<file path="config.mk">
export PLATFORM = sky130hd
export DESIGN_NAME = checked_image_transfer_receiver
export DESIGN_NICKNAME = d
export VERILOG_FILES = /design/src/sv/cit_pkg.sv /design/src/sv/cit_xfer.sv /design/src/sv/checked_image_transfer_receiver.sv
export VERILOG_INCLUDE_DIRS = /design/src /design/src/sv
export SDC_FILE = /design/constraint.sdc
export NUM_CORES = 1
export LEC_CHECK = 0
export BUFFER_PORTS_ARGS = -buffer_cell sky130_fd_sc_hd__buf_2
export CAP_MARGIN = 20
export CORE_MARGIN = 10
export CORE_UTILIZATION = 50
export CTS_BUF_LIST = sky130_fd_sc_hd__clkbuf_16
export DETAILED_ROUTE_END_ITERATION = 7
export PLACE_DENSITY_LB_ADDON = 0.08
export SLEW_MARGIN = 5
export SYNTH_ARGS = -nofsm -noshare
export SYNTH_HDL_FRONTEND = slang
export SYNTH_SLANG_ARGS = --single-unit
</file>
<file path="constraint.sdc">
create_clock -name clk -period 8.5 [get_ports clk]
set_input_delay 0.85 -clock clk [delete_from_list [all_inputs] [get_ports clk]]
set_output_delay 0.85 -clock clk [all_outputs]
set_load 0.02 [all_outputs]
</file>
<file path="src/sv/assert_macros.svh">
// Assertion helpers used by the RTL.
`ifndef ASSERT_MACROS_SVH
`define ASSERT_MACROS_SVH

`ifndef SYNTHESIS

// Same-cycle implication, disabled while in reset.
`define ASSERT_IMPLIES(label, clk, rst_n, ante, cons) \
    label: assert property (@(posedge clk) disable iff (!rst_n) (ante) |-> (cons)) \
        else $error("%m: assertion failed");

// Next-cycle implication, disabled while in reset.
`define ASSERT_NEXT(label, clk, rst_n, ante, cons) \
    label: assert property (@(posedge clk) disable iff (!rst_n) (ante) |=> (cons)) \
        else $error("%m: assertion failed");

`else

`define ASSERT_IMPLIES(label, clk, rst_n, ante, cons)
`define ASSERT_NEXT(label, clk, rst_n, ante, cons)

`endif

`endif

</file>
<file path="src/sv/cit_pkg.sv">
package cit_pkg;

    localparam int IMAGE_BYTES = 24576;
    // count width holds IMAGE_BYTES itself
    localparam int CNT_W  = $clog2(IMAGE_BYTES + 1);
    localparam int ADDR_W = 15;
    localparam int LEN_W  = 9;
    localparam int CRC_W  = 32;

    localparam logic [CRC_W-1:0] CRC_INIT = 32'hFFFF_FFFF;
    localparam logic [CRC_W-1:0] CRC_POLY = 32'hEDB8_8320;
    localparam logic [LEN_W-1:0] MAX_CHUNK_RST = 9'd247;
    localparam logic [LEN_W-1:0] MIN_BEGIN_LEN = 9'd8;

    typedef enum logic [2:0] {
        OP_BEGIN      = 3'd0,
        OP_COMMIT     = 3'd1,
        OP_ABORT      = 3'd2,
        OP_CHUNK      = 3'd3,
        OP_DATA       = 3'd4,
        OP_RUN_DONE   = 3'd5,
        OP_CONNECT    = 3'd6,
        OP_DISCONNECT = 3'd7
    } op_t;

    typedef enum logic [1:0] {
        PH_IDLE = 2'd0,
        PH_RECV = 2'd1,
        PH_RUN  = 2'd2,
        PH_ERR  = 2'd3
    } phase_t;

    typedef enum logic [2:0] {
        ERR_NONE    = 3'd0,
        ERR_BUSY    = 3'd1,
        ERR_SIZE    = 3'd2,
        ERR_LARGE   = 3'd3,
        ERR_OVER    = 3'd4,
        ERR_CRC     = 3'd5,
        ERR_RUNTIME = 3'd6
    } err_t;

    typedef struct packed {
        logic [2:0]       opcode;
        logic [31:0]      image_size;
        logic [31:0]      image_crc;
        logic [LEN_W-1:0] length;
        logic [7:0]       data_value;
        logic             outcome_ok;
    } cmd_t;

    typedef struct packed {
        logic              write_enable;
        logic [ADDR_W-1:0] write_address;
        logic [7:0]        write_data;
        logic [1:0]        transfer_state;
        logic [2:0]        error_code;
        logic [ADDR_W-1:0] bytes_received;
        logic [ADDR_W-1:0] bytes_expected;
        logic              notify;
        logic              start_run;
    } res_t;

    // reflected CRC32, one byte, unrolled
    function automatic logic [CRC_W-1:0] crc_byte(input logic [CRC_W-1:0] crc,
                                                  input logic [7:0] b);
        logic [CRC_W-1:0] c;
        c = crc ^ {24'd0, b};
        for (int i = 0; i < 8; i++)
        begin
            c = (c >> 1) ^ (c[0] ? CRC_POLY : '0);
        end
        return c;
    endfunction

endpackage

</file>
<file path="src/sv/cit_xfer.sv">
`include "assert_macros.svh"

module cit_xfer
    import cit_pkg::*;
(
    input  logic             clk,
    input  logic             rst_n,
    input  logic             step,
    input  cmd_t             cmd,
    input  logic [LEN_W-1:0] max_chunk,
    output res_t             result
);

    phase_t           phase_reg, phase_next;
    err_t             err_reg, err_next;
    logic [CNT_W-1:0] recv_reg, recv_next;
    logic [CNT_W-1:0] exp_reg, exp_next;
    logic [CRC_W-1:0] target_reg, target_next;
    logic [CRC_W-1:0] crc_reg, crc_next;
    logic [LEN_W-1:0] rem_reg, rem_next;
    logic [2:0]       tally_reg, tally_next;
    logic             link_reg, link_next;

    op_t              op;
    logic             is_recv;
    logic             begin_busy, begin_short, begin_large;
    logic             chunk_len_bad, chunk_past, chunk_err;
    logic             commit_size_bad, crc_bad;
    logic             byte_ok, chunk_done;
    logic [CNT_W:0]   chunk_end;
    logic [CNT_W-1:0] recv_inc;
    logic [2:0]       tally_inc;

    logic              we, run, nt;
    logic [ADDR_W-1:0] wa;
    logic [7:0]        wd;

    assign op      = op_t'(cmd.opcode);
    assign is_recv = (phase_reg == PH_RECV);

    assign begin_busy  = is_recv || (phase_reg == PH_RUN);
    assign begin_short = cmd.length < MIN_BEGIN_LEN;
    assign begin_large = (cmd.image_size == 32'd0) || (cmd.image_size > 32'(IMAGE_BYTES));

    assign chunk_len_bad = (cmd.length == '0) || (cmd.length > max_chunk);
    assign chunk_end     = {1'b0, recv_reg} + (CNT_W+1)'(cmd.length);
    assign chunk_past    = chunk_end > {1'b0, exp_reg};
    assign chunk_err     = chunk_len_bad || (is_recv && chunk_past);

    assign commit_size_bad = !is_recv || (recv_reg != exp_reg);
    assign crc_bad         = (~crc_reg) != target_reg;

    assign byte_ok    = (op == OP_DATA) && is_recv && (rem_reg != '0);
    assign chunk_done = byte_ok && (rem_reg == LEN_W'(1));
    assign recv_inc   = recv_reg + CNT_W'(1);
    assign tally_inc  = tally_reg + 3'd1;

    // transfer phase and error code
    always_comb
    begin
        phase_next = phase_reg;
        err_next   = err_reg;
        case (op)
            OP_BEGIN:
            begin
                if (begin_busy)
                begin
                    phase_next = PH_ERR;
                    err_next   = ERR_BUSY;
                end
                else if (begin_short)
                begin
                    phase_next = PH_ERR;
                    err_next   = ERR_SIZE;
                end
                else if (begin_large)
                begin
                    phase_next = PH_ERR;
                    err_next   = ERR_LARGE;
                end
                else
                begin
                    phase_next = PH_RECV;
                    err_next   = ERR_NONE;
                end
            end
            OP_COMMIT:
            begin
                if (commit_size_bad)
                begin
                    phase_next = PH_ERR;
                    err_next   = ERR_SIZE;
                end
                else if (crc_bad)
                begin
                    phase_next = PH_ERR;
                    err_next   = ERR_CRC;
                end
                else if (cmd.outcome_ok)
                begin
                    phase_next = PH_RUN;
                end
                else
                begin
                    phase_next = PH_ERR;
                    err_next   = ERR_RUNTIME;
                end
            end
            OP_ABORT:
            begin
                phase_next = PH_IDLE;
                err_next   = ERR_NONE;
            end
            OP_CHUNK:
            begin
                if (chunk_err)
                begin
                    phase_next = PH_ERR;
                    err_next   = ERR_OVER;
                end
            end
            OP_RUN_DONE:
            begin
                phase_next = cmd.outcome_ok ? PH_IDLE : PH_ERR;
                err_next   = cmd.outcome_ok ? ERR_NONE : ERR_RUNTIME;
            end
            OP_DISCONNECT:
            begin
                if (is_recv)
                begin
                    phase_next = PH_IDLE;
                    err_next   = ERR_NONE;
                end
            end
            default:
            begin
                phase_next = phase_reg;
            end
        endcase
    end

    // counters, CRC, link and per-word outputs
    always_comb
    begin
        recv_next   = recv_reg;
        exp_next    = exp_reg;
        target_next = target_reg;
        crc_next    = crc_reg;
        rem_next    = rem_reg;
        tally_next  = tally_reg;
        link_next   = link_reg;
        we          = 1'b0;
        wa          = '0;
        wd          = '0;
        nt          = 1'b0;
        run         = 1'b0;
        case (op)
            OP_BEGIN:
            begin
                nt = link_reg;
                if (!begin_busy && !begin_short && !begin_large)
                begin
                    exp_next    = CNT_W'(cmd.image_size);
                    recv_next   = '0;
                    rem_next    = '0;
                    target_next = cmd.image_crc;
                    crc_next    = CRC_INIT;
                end
            end
            OP_COMMIT:
            begin
                nt  = link_reg;
                run = !commit_size_bad && !crc_bad && cmd.outcome_ok;
            end
            OP_ABORT, OP_RUN_DONE:
            begin
                nt        = link_reg;
                recv_next = '0;
                exp_next  = '0;
                rem_next  = '0;
            end
            OP_CHUNK:
            begin
                nt = chunk_err && link_reg;
                if (!chunk_err && is_recv)
                begin
                    rem_next = cmd.length;
                end
            end
            OP_DATA:
            begin
                if (byte_ok)
                begin
                    we        = 1'b1;
                    wa        = ADDR_W'(recv_reg);
                    wd        = cmd.data_value;
                    crc_next  = crc_byte(crc_reg, cmd.data_value);
                    recv_next = recv_inc;
                    rem_next  = rem_reg - LEN_W'(1);
                end
                if (chunk_done)
                begin
                    tally_next = tally_inc;
                    nt = link_reg && ((tally_inc == 3'd0) || (recv_inc == exp_reg));
                end
            end
            OP_CONNECT:
            begin
                if (cmd.outcome_ok)
                begin
                    link_next = 1'b1;
                end
            end
            OP_DISCONNECT:
            begin
                link_next = 1'b0;
                if (is_recv)
                begin
                    recv_next = '0;
                    exp_next  = '0;
                    rem_next  = '0;
                end
            end
            default:
            begin
                link_next = link_reg;
            end
        endcase
    end

    always_ff @(posedge clk or negedge rst_n)
    begin
        if (!rst_n)
        begin
            phase_reg  <= PH_IDLE;
            err_reg    <= ERR_NONE;
            recv_reg   <= '0;
            exp_reg    <= '0;
            target_reg <= '0;
            crc_reg    <= CRC_INIT;
            rem_reg    <= '0;
            tally_reg  <= '0;
            link_reg   <= 1'b0;
        end
        else if (step)
        begin
            phase_reg  <= phase_next;
            err_reg    <= err_next;
            recv_reg   <= recv_next;
            exp_reg    <= exp_next;
            target_reg <= target_next;
            crc_reg    <= crc_next;
            rem_reg    <= rem_next;
            tally_reg  <= tally_next;
            link_reg   <= link_next;
        end
    end

    // result shows the state after this word
    assign result.write_enable   = we;
    assign result.write_address  = wa;
    assign result.write_data     = wd;
    assign result.transfer_state = phase_next;
    assign result.error_code     = err_next;
    assign result.bytes_received = ADDR_W'(recv_next);
    assign result.bytes_expected = ADDR_W'(exp_next);
    assign result.notify         = nt;
    assign result.start_run      = run;

    `ASSERT_IMPLIES(a_notify_link, clk, rst_n, step && result.notify, link_reg)
    `ASSERT_IMPLIES(a_recv_le_exp, clk, rst_n, 1'b1, recv_reg <= exp_reg)
    `ASSERT_NEXT(a_run_phase, clk, rst_n, step && result.start_run, phase_reg == PH_RUN)

endmodule

</file>
<file path="src/sv/checked_image_transfer_receiver.sv">
// Checked image transfer receiver.
// Input channel (in_valid / in_stall) carries one command word per handshake:
//   opcode plus its operands (size, CRC, length, data byte, outcome flag).
// Output channel (out_valid / out_stall) returns exactly one result word per
//   command: the image memory write (if any), transfer state, error code,
//   byte counts, notify and start_run.
// Config channel (cfg_valid / cfg_ready / max_chunk_bytes) sets the largest
//   chunk length; cfg_ready is always high. Write it only while idle.
// Path: the input register takes the word, then one pass of decode +
//   byte-wide CRC32 writes the result register, which raises out_valid.
// Throughput: one word per cycle while out_stall is low; the CRC update and
//   count checks of a data byte complete in that single pass.
// Reset: transfer idle, no error, counts zero, running CRC all ones, link
//   down, max chunk back to 247. No words are held.
// Output stall: the result register holds its word; the input register still
//   takes one more word, and in_stall rises only once both are full.
module checked_image_transfer_receiver
    import cit_pkg::*;
(
    input  logic              clk,
    input  logic              rst_n,

    // command words
    input  logic              in_valid,
    output logic              in_stall,
    input  logic [2:0]        opcode,
    input  logic [31:0]       image_size,
    input  logic [31:0]       image_crc,
    input  logic [LEN_W-1:0]  length,
    input  logic [7:0]        data_value,
    input  logic              outcome_ok,

    // result words
    output logic              out_valid,
    input  logic              out_stall,
    output logic              write_enable,
    output logic [ADDR_W-1:0] write_address,
    output logic [7:0]        write_data,
    output logic [1:0]        transfer_state,
    output logic [2:0]        error_code,
    output logic [ADDR_W-1:0] bytes_received,
    output logic [ADDR_W-1:0] bytes_expected,
    output logic              notify,
    output logic              start_run,

    // max chunk register write
    input  logic              cfg_valid,
    output logic              cfg_ready,
    input  logic [LEN_W-1:0]  max_chunk_bytes
);

    logic             in_full_reg;
    cmd_t             cmd_reg;
    logic             out_valid_reg;
    res_t             res_reg;
    logic [LEN_W-1:0] max_chunk_reg;

    logic in_take;
    logic out_free;
    logic fire;
    res_t result;

    // result register free this cycle if empty or being drained
    assign out_free = !out_valid_reg || !out_stall;
    assign fire     = in_full_reg && out_free;
    assign in_stall = in_full_reg && !out_free;
    assign in_take  = in_valid && !in_stall;

    assign cfg_ready = 1'b1;

    always_ff @(posedge clk or negedge rst_n)
    begin
        if (!rst_n)
        begin
            max_chunk_reg <= MAX_CHUNK_RST;
        end
        else if (cfg_valid && cfg_ready)
        begin
            max_chunk_reg <= max_chunk_bytes;
        end
    end

    // input register
    always_ff @(posedge clk or negedge rst_n)
    begin
        if (!rst_n)
        begin
            in_full_reg <= 1'b0;
        end
        else if (in_take)
        begin
            in_full_reg <= 1'b1;
        end
        else if (fire)
        begin
            in_full_reg <= 1'b0;
        end
    end

    always_ff @(posedge clk)
    begin
        if (in_take)
        begin
            cmd_reg <= '{opcode:     opcode,
                         image_size: image_size,
                         image_crc:  image_crc,
                         length:     length,
                         data_value: data_value,
                         outcome_ok: outcome_ok};
        end
    end

    // transfer state and per-word decode; state advances only on fire
    cit_xfer u_xfer (
        .clk       (clk),
        .rst_n     (rst_n),
        .step      (fire),
        .cmd       (cmd_reg),
        .max_chunk (max_chunk_reg),
        .result    (result)
    );

    // result register
    always_ff @(posedge clk or negedge rst_n)
    begin
        if (!rst_n)
        begin
            out_valid_reg <= 1'b0;
        end
        else if (fire)
        begin
            out_valid_reg <= 1'b1;
        end
        else if (!out_stall)
        begin
            out_valid_reg <= 1'b0;
        end
    end

    always_ff @(posedge clk)
    begin
        if (fire)
        begin
            res_reg <= result;
        end
    end

    assign out_valid      = out_valid_reg;
    assign write_enable   = res_reg.write_enable;
    assign write_address  = res_reg.write_address;
    assign write_data     = res_reg.write_data;
    assign transfer_state = res_reg.transfer_state;
    assign error_code     = res_reg.error_code;
    assign bytes_received = res_reg.bytes_received;
    assign bytes_expected = res_reg.bytes_expected;
    assign notify         = res_reg.notify;
    assign start_run      = res_reg.start_run;

endmodule

</file>
==> impl_metrics.toml, run 1 <==
[synth]
ys_async_sr_fraction_pct = 45.7
syn_area_mm2 = 0.0135
synth-compound-area-share_pct = 13.1
synthXorXnorAreaFrac_pct = 9.72
synth.distinct_cells = 77
synthAdderAreaFrac_pct = 3.87
synth_flop_cell = "edfxtp_1"
synth-edff-count = 146
synth.area.mux_share_pct = 3.24
synth_seq_area_share_pct = 55.8
synth_top_family_by_area = "compound AO/OA/AOI/OAI gates"
synth.avg_cell_area_um2 = 11.7
synthSimpleGateAreaFrac_pct = 10.9
yosysWarnings = 0
syn_inst = 1150
syn_nets = 1290
ys_ff_latch = 269

[detailed_routing]
wl_per_cell_um = 20.6
postRouteAntennaNets = 0
wirelength_um = 34200
drt_first_pass_iters = 5
first_iter_violations = 758
viasPerCell = 5.62
drc_errors = 0
vias = 9338

[worst_hold_path]
hp-class = "in -> async"

[floorplanning]
dieArea_mm2 = 0.0339
core_area_mm2 = 0.0267
io_pins = 163
die_h_um = 184
initial_core_util_pct = 50.4
rows = 60
fp.dieW_um = 184

[worst_setup_path]
crit_path_end_kind = "register"
worstPathMaxFanout = 10
path_class = "reg -> reg"
cp.arrival_ns = 5.39
crit_required_ns = 8.89
startpoint_type = "register"

[final_layout]
largest_reg_flops = 85
area_delta_synth_final_pct = 14.7
antenna_cells = 0
finalNetCount = 1437
drive_gt1_share_pct = 22.3

[sta]
fin_crit_ns = 5.01
fin_skew_ns = 0.0104
fin_crit_sh_pct = 58.9
relSlewSlack_pct = 40.2
setup_tns_ns = 0
hold_violations = 0
slew_viol_final = 0
hold_ws_ns = 0.269
rsz0062_at_grt = "no"
worstMarginPinSlew_ns = 0.893
setup-violations-final = 0
max_freq_mhz = 200

[clock_tree]
numCtsBuffers = 29
clockRootBuffer = "clkbuf_16"
clk_pin_slew_worst_paths_ns = 0.06
cts_buffer_depth = 3
post_cts.repair.setup_buffers = 0
postCtsHoldBufs = 0
clock_sinks = 269
cts_tree = "done"
post_cts_resized = 0
clock_latency_ns = 0.56
cts_max_level = 1

[placement]
place.gp.congestion = 0.922
dp_hpwl_um = 25100
port-buffer-count = 161

[global_route]
grt_pass1_vias = 9428
antenna_found_initial = 0
grt_util_all_layers_pct = 20.0
grt_max_degree = 65
overflow = 0
grt_pass1_wl_um = 53400

[pwr]
p_leak_nw = 6.40
powerDensity_mw_per_mm2 = 278
peakVddDrop_mv = 0.231

[run_status]
status = "finished, final reports clean"

[job]
maxCapViolations = 0
worst max-delay path: stages, from the launching register on:
cell	delay, ns
dfrtp_1	0.54
ha_1	0.26
inv_1	0.06
fa_1	0.40
nor2b_1	0.11
o21ai_0	0.10
a21boi_0	0.24
o21ai_0	0.18
a211oi_1	0.39
o21ai_0	0.16
xnor2_1	0.17
ha_1	0.30
and4_1	0.20
nand4_1	0.13
a21oi_1	0.05
a2111oi_0	0.54
o211a_1	0.56
a21oi_1	0.20
o21ai_0	0.25
where the power goes:
group | leakage [nW] | total, mW | internal (mW) | switching, mW
Combinational | 2.94 | 1.35 | 0.580 | 0.770
Sequential | 2.98 | 1.77 | 1.61 | 0.167
Clock | 0.479 | 1.16 | 0.650 | 0.511
synthesized netlist by cell type, drive strengths merged, types with 3 or more instances:
| master | n | area [um^2] |
|---|---|---|
| or2 | 5 | 31.3 |
| o2bb2ai | 19 | 166 |
| a311oi | 3 | 26.3 |
| and3 | 4 | 25.0 |
| a21oi | 55 | 279 |
| a32oi | 5 | 43.8 |
| o22ai | 9 | 56.3 |
| dfrtp | 84 | 2100 |
| mux2 | 37 | 417 |
| nand2b | 8 | 50.1 |
| clkbuf | 47 | 176 |
| xnor2 | 83 | 768 |
| and4 | 5 | 43.8 |
| o31ai | 11 | 82.6 |
| nand2 | 54 | 203 |
| nand3 | 14 | 70.1 |
| a21o | 9 | 67.6 |
| ha | 40 | 500 |
| o221ai | 4 | 35.0 |
| a22oi | 4 | 30.0 |
| inv | 47 | 176 |
| dfstp | 39 | 1020 |
| or3 | 5 | 36.3 |
| nor2b | 6 | 37.5 |
| nor4 | 27 | 184 |
| and2 | 28 | 175 |
| xor2 | 60 | 541 |
| buf | 13 | 90.1 |
| a31oi | 24 | 150 |
| nor2 | 85 | 319 |
| a22o | 33 | 289 |
| edfxtp | 146 | 4380 |
| o21ai | 47 | 246 |
| nand4 | 16 | 100 |
| o211ai | 11 | 82.6 |
| nor3 | 27 | 140 |
| a211oi | 3 | 22.5 |
worst paths after layout:
kind / slack, ns / end / cells after the start / startpoint
worst max-delay path: 3.50 / error_code[1] / 18 / u_xfer.recv_reg[0]
worst min-delay path: 0.27 / max_chunk_reg[8] / 1 / rst_n
worst max register to register: 3.50 / error_code[1] / 18 / u_xfer.recv_reg[0]
worst min register to register: 0.46 / u_xfer.target_reg[20] / 1 / cmd_reg[38]
max in group asynchronous: 7.21 / u_xfer.target_reg[7] / 2 / rst_n
min in group clk: 0.46 / u_xfer.target_reg[20] / 1 / cmd_reg[38]
area by class of cell:
class	instances	area [um^2]
fillers	2297	11300
flip-flops and latches	269	7510
multi-input cells	773	5520
repair buffers	176	921
clock buffers	29	726
well taps	341	427
inverters	48	180
clock inverters	25	150
per-layer routing:
layer | share of wire, % | vias to the layer above | global-route usage [%]
li1 | - | 4511 | -
met4 | 3.0 | 0 | 5.93
met5 | 0 | - | 0
met3 | 4.5 | 54 | 3.05
met2 | 49 | 246 | 33.7
met1 | 44 | 4527 | 26.0
placed cells by master, fill, tap and decap left out, types with 6 or more instances in the layout:
cell,synthesis,layout
nor2b_1,6,6
a31oi_1,24,24
and2_1,23,22
buf_2,6,160
o211ai_1,11,11
nor3_1,26,26
o22ai_1,9,9
xnor2_1,79,79
a22o_1,33,33
buf_4,3,16
o31ai_1,11,11
nor2_1,85,84
inv_1,47,60
edfxtp_1,146,146
o21ai_0,45,45
xor2_1,58,58
dfrtp_1,84,84
a21o_1,9,9
a21oi_1,54,53
mux2_1,15,15
nand2b_1,8,8
dfstp_2,39,39
clkbuf_16,0,29
ha_1,40,40
nand4_1,16,16
nand2_1,54,54
mux2_2,22,22
nand3_1,14,14
nor4_1,26,26
o2bb2ai_1,19,19
stage by stage:
stage	std cells	power (mW)	worst slack [ns]	cell area [um^2]	util [%]
floorplan	1150	2.81	4.53	13500	-
global placement	1606	3.14	3.66	14600	54.5
detailed placement	1607	3.15	3.56	14600	54.5
CTS	1661	4.32	3.54	15400	57.8
global route	1661	4.54	3.06	15400	57.8
finish	1661	4.28	3.50	15400	57.8
logic make-up after synthesis:
kind of cell / count (synthesis)
other: 1
adder cells (fa/ha/maj): 41
multiplexers: 39
XOR/XNOR: 143
AND/OR/NAND/NOR: 291
flip-flops: 269
AO/OA/AOI/OAI: 258
buffers and inverters: 108
Power figures use the tool's default switching activity.
==> run 2: changes to the inputs <==
- ABC_AREA: unset -> 1
- clock period: 8.5 -> 4.68 ns (I/O delays scaled with it)
==> impl_metrics.toml, run 2 <==
[final_layout]
antenna_cells = 0
fillerInstances = 2612
finalNetCount = 1916
final_common_cell = "nand2_1"
drive_gt1_share_pct = 17.7
largest_reg_flops = 85
final_cell_mix = "nand2_1, nor2_1, buf_2"
area_delta_synth_final_pct = 14.9
final_util_pct = 58.2

[clock_tree]
post_cts.repair.setup_buffers = 0
cts_tree = "done"
numCtsBuffers = 30
clockRootBuffer = "clkbuf_16"
clk_pin_slew_worst_paths_ns = 0.06
cts_buffer_depth = 3
clock_latency_ns = 0.57
clock_sinks = 269
post_cts_resized = 0
cts_max_level = 1

[detailed_routing]
wirelength_um = 40600
first_iter_violations = 923
vias = 11500
wl_per_cell_um = 18.6
drc_errors = 0
postRouteAntennaNets = 0
drt_first_pass_iters = 5
viasPerCell = 5.29

[placement]
place.gp.congestion = 0.961
port-buffer-count = 161
dp_hpwl_um = 30100

[worst_setup_path]
r2r_cells = 25
crit_required_ns = 5.12
path_class = "reg -> reg"
cp.arrival_ns = 4.65
crit_path_end_kind = "register"
startpoint_type = "register"
worstPathMaxFanout = 17

[sta]
max_freq_mhz = 238
setup-violations-final = 0
setup_tns_ns = 0
fin_crit_sh_pct = 89.9
relSlewSlack_pct = 33.4
hold_ws_ns = 0.0660
rsz0062_at_grt = "no"
fin_skew_ns = 0.0198
fin_crit_ns = 4.21
worstMarginPinSlew_ns = 0.999
slew_viol_final = 0
hold_violations = 0

[floorplanning]
dieArea_mm2 = 0.0363
rows = 62
initial_core_util_pct = 50.6
core_area_mm2 = 0.0287
fp.dieW_um = 190
die_h_um = 190
io_pins = 163

[synth]
synth.distinct_cells = 57
yosys.area.top_type = "edfxtp_1"
ys_async_sr_fraction_pct = 45.7
syn_area_mm2 = 0.0145
synth_flop_cell = "edfxtp_1"
synth_seq_area_share_pct = 51.7
synth.most_common_cell = "nand2_1"
synth_top_area_share_pct = 30.2
syn_nets = 1761
syn_inst = 1621
synth.avg_cell_area_um2 = 8.97
synthTopCellsByCount = "nand2_1, nor2_1, edfxtp_1"
yosys-top-cells-area = "edfxtp_1, dfrtp_1, nand2_1"
ys_ff_latch = 269
synth-edff-count = 146
yosysWarnings = 0

[global_route]
grt_pass1_wl_um = 63500
overflow = 0
grt_pass1_vias = 11100
antenna_found_initial = 0
grt_util_all_layers_pct = 22.2
grt_max_degree = 87

[pwr]
peakVddDrop_mv = 0.314
p_leak_nw = 7.62
powerDensity_mw_per_mm2 = 487

[worst_hold_path]
hp-class = "in -> reg"
min_delay_path_depth = 1

[job]
maxCapViolations = 0

[run_status]
status = "finished, final reports clean"
[run 2: changes by cell type in the layout (fill, tap and decap cells not counted), moves of 19 or more]
cell       previous run  this run
nor4_1               26         3
nand2_1              54       432
a22o_1               33         0
a31oi_1              24         2
nand3_1              14        91
and2_1               22         1
mux2_2               22         2
o2bb2ai_1            19         0
o21ai_0              45        94
xnor2_1              79        20
xor2_1               58        89
inv_1                60       153
nor2_1               84       180
[run 2: worst max-delay path, stage by stage, from the launching register on]
cell	delay, ns
dfrtp_1	0.53
ha_1	0.23
inv_1	0.06
fa_1	0.39
inv_1	0.07
a31oi_1	0.13
o21ai_0	0.31
nand2_1	0.09
nand2_1	0.09
nand4_1	0.13
nor2_1	0.19
xor2_1	0.16
inv_1	0.06
ha_1	0.30
and3_1	0.18
nand4_1	0.08
nor2_1	0.09
nand3_1	0.07
nand2_1	0.06
inv_1	0.04
nand2_1	0.11
nand2_1	0.12
nand2_2	0.17
nand2_2	0.22
nor2_1	0.16
a21oi_1	0.06
[run 2: through the flow]
stage	setup slack [ns]	cell area, um^2	power, mW	std cells
5_1_grt	0.0793	16700	8.62	2184
3_3_place_gp	0.675	15700	5.69	2127
2_1_floorplan	1.25	14500	5.06	1621
4_1_cts	0.494	16700	8.18	2184
3_5_place_dp	0.547	15700	5.72	2127
6_report	0.471	16700	8.13	2184
[run 2: final timing paths]
kind                       slack (ns)                from                     to
hold reg to reg                  0.47         cmd_reg[24]   u_xfer.target_reg[6]
setup reg to reg                 0.47  u_xfer.recv_reg[0]      u_xfer.rem_reg[3]
setup / recovery                 0.47  u_xfer.recv_reg[0]      u_xfer.rem_reg[3]
min in group asynchronous        0.39               rst_n  u_xfer.target_reg[10]
hold / removal                   0.07      image_size[29]            cmd_reg[79]
max in group asynchronous        3.19               rst_n     u_xfer.recv_reg[7]
[run 2: power breakdown]
group / switching (mW) / leakage [nW] / internal (mW)
logic: 1.53 / 4.13 / 0.867
registers: 0.345 / 2.97 / 2.96
clock network: 0.988 / 0.519 / 1.44
[run 2: final cells by class]
class                   count  area (um^2)  share of cell area (%)
multi-input cells        1150         6200                    37.1
well taps                 384          480                    2.88
inverters                 149          561                    3.36
flip-flops and latches    269         7510                    45.0
clock buffers              30          751                    4.50
clock inverters            26          269                    1.61
repair buffers            176          923                    5.53
[run 2: kinds of logic (layout without fill, tap and decap cells)]
logic type / after synthesis / in the layout / synth area share, %
mux: 2 / 2 / 0.155
fa+ha+maj: 41 / 41 / 3.58
flops: 269 / 269 / 51.7
compound gates: 204 / 204 / 8.15
buf+inv: 202 / 381 / 5.74
other cells: 1 / 1 / 0.0258
simple gates: 784 / 784 / 22.7
xor+xnor: 118 / 118 / 7.93
[run 2: what timing repair did]
action | 4_1_cts | 5_1_grt
endpoints found under the setup margin | 0 | 0
hold buffers | 1 | 0
hold endpoints to repair | 13 | 0
[run 2: routing by layer]
| layer | up-vias | global-route usage [%] | wire [um] |
|---|---|---|---|
| met1 | 5441 | 33.7 | 19500 |
| met2 | 408 | 31.6 | 17000 |
| met4 | 0 | 4.57 | 719 |
| met3 | 50 | 4.66 | 3360 |
| li1 | 5644 | - | - |
| met5 | - | 0 | 0 |
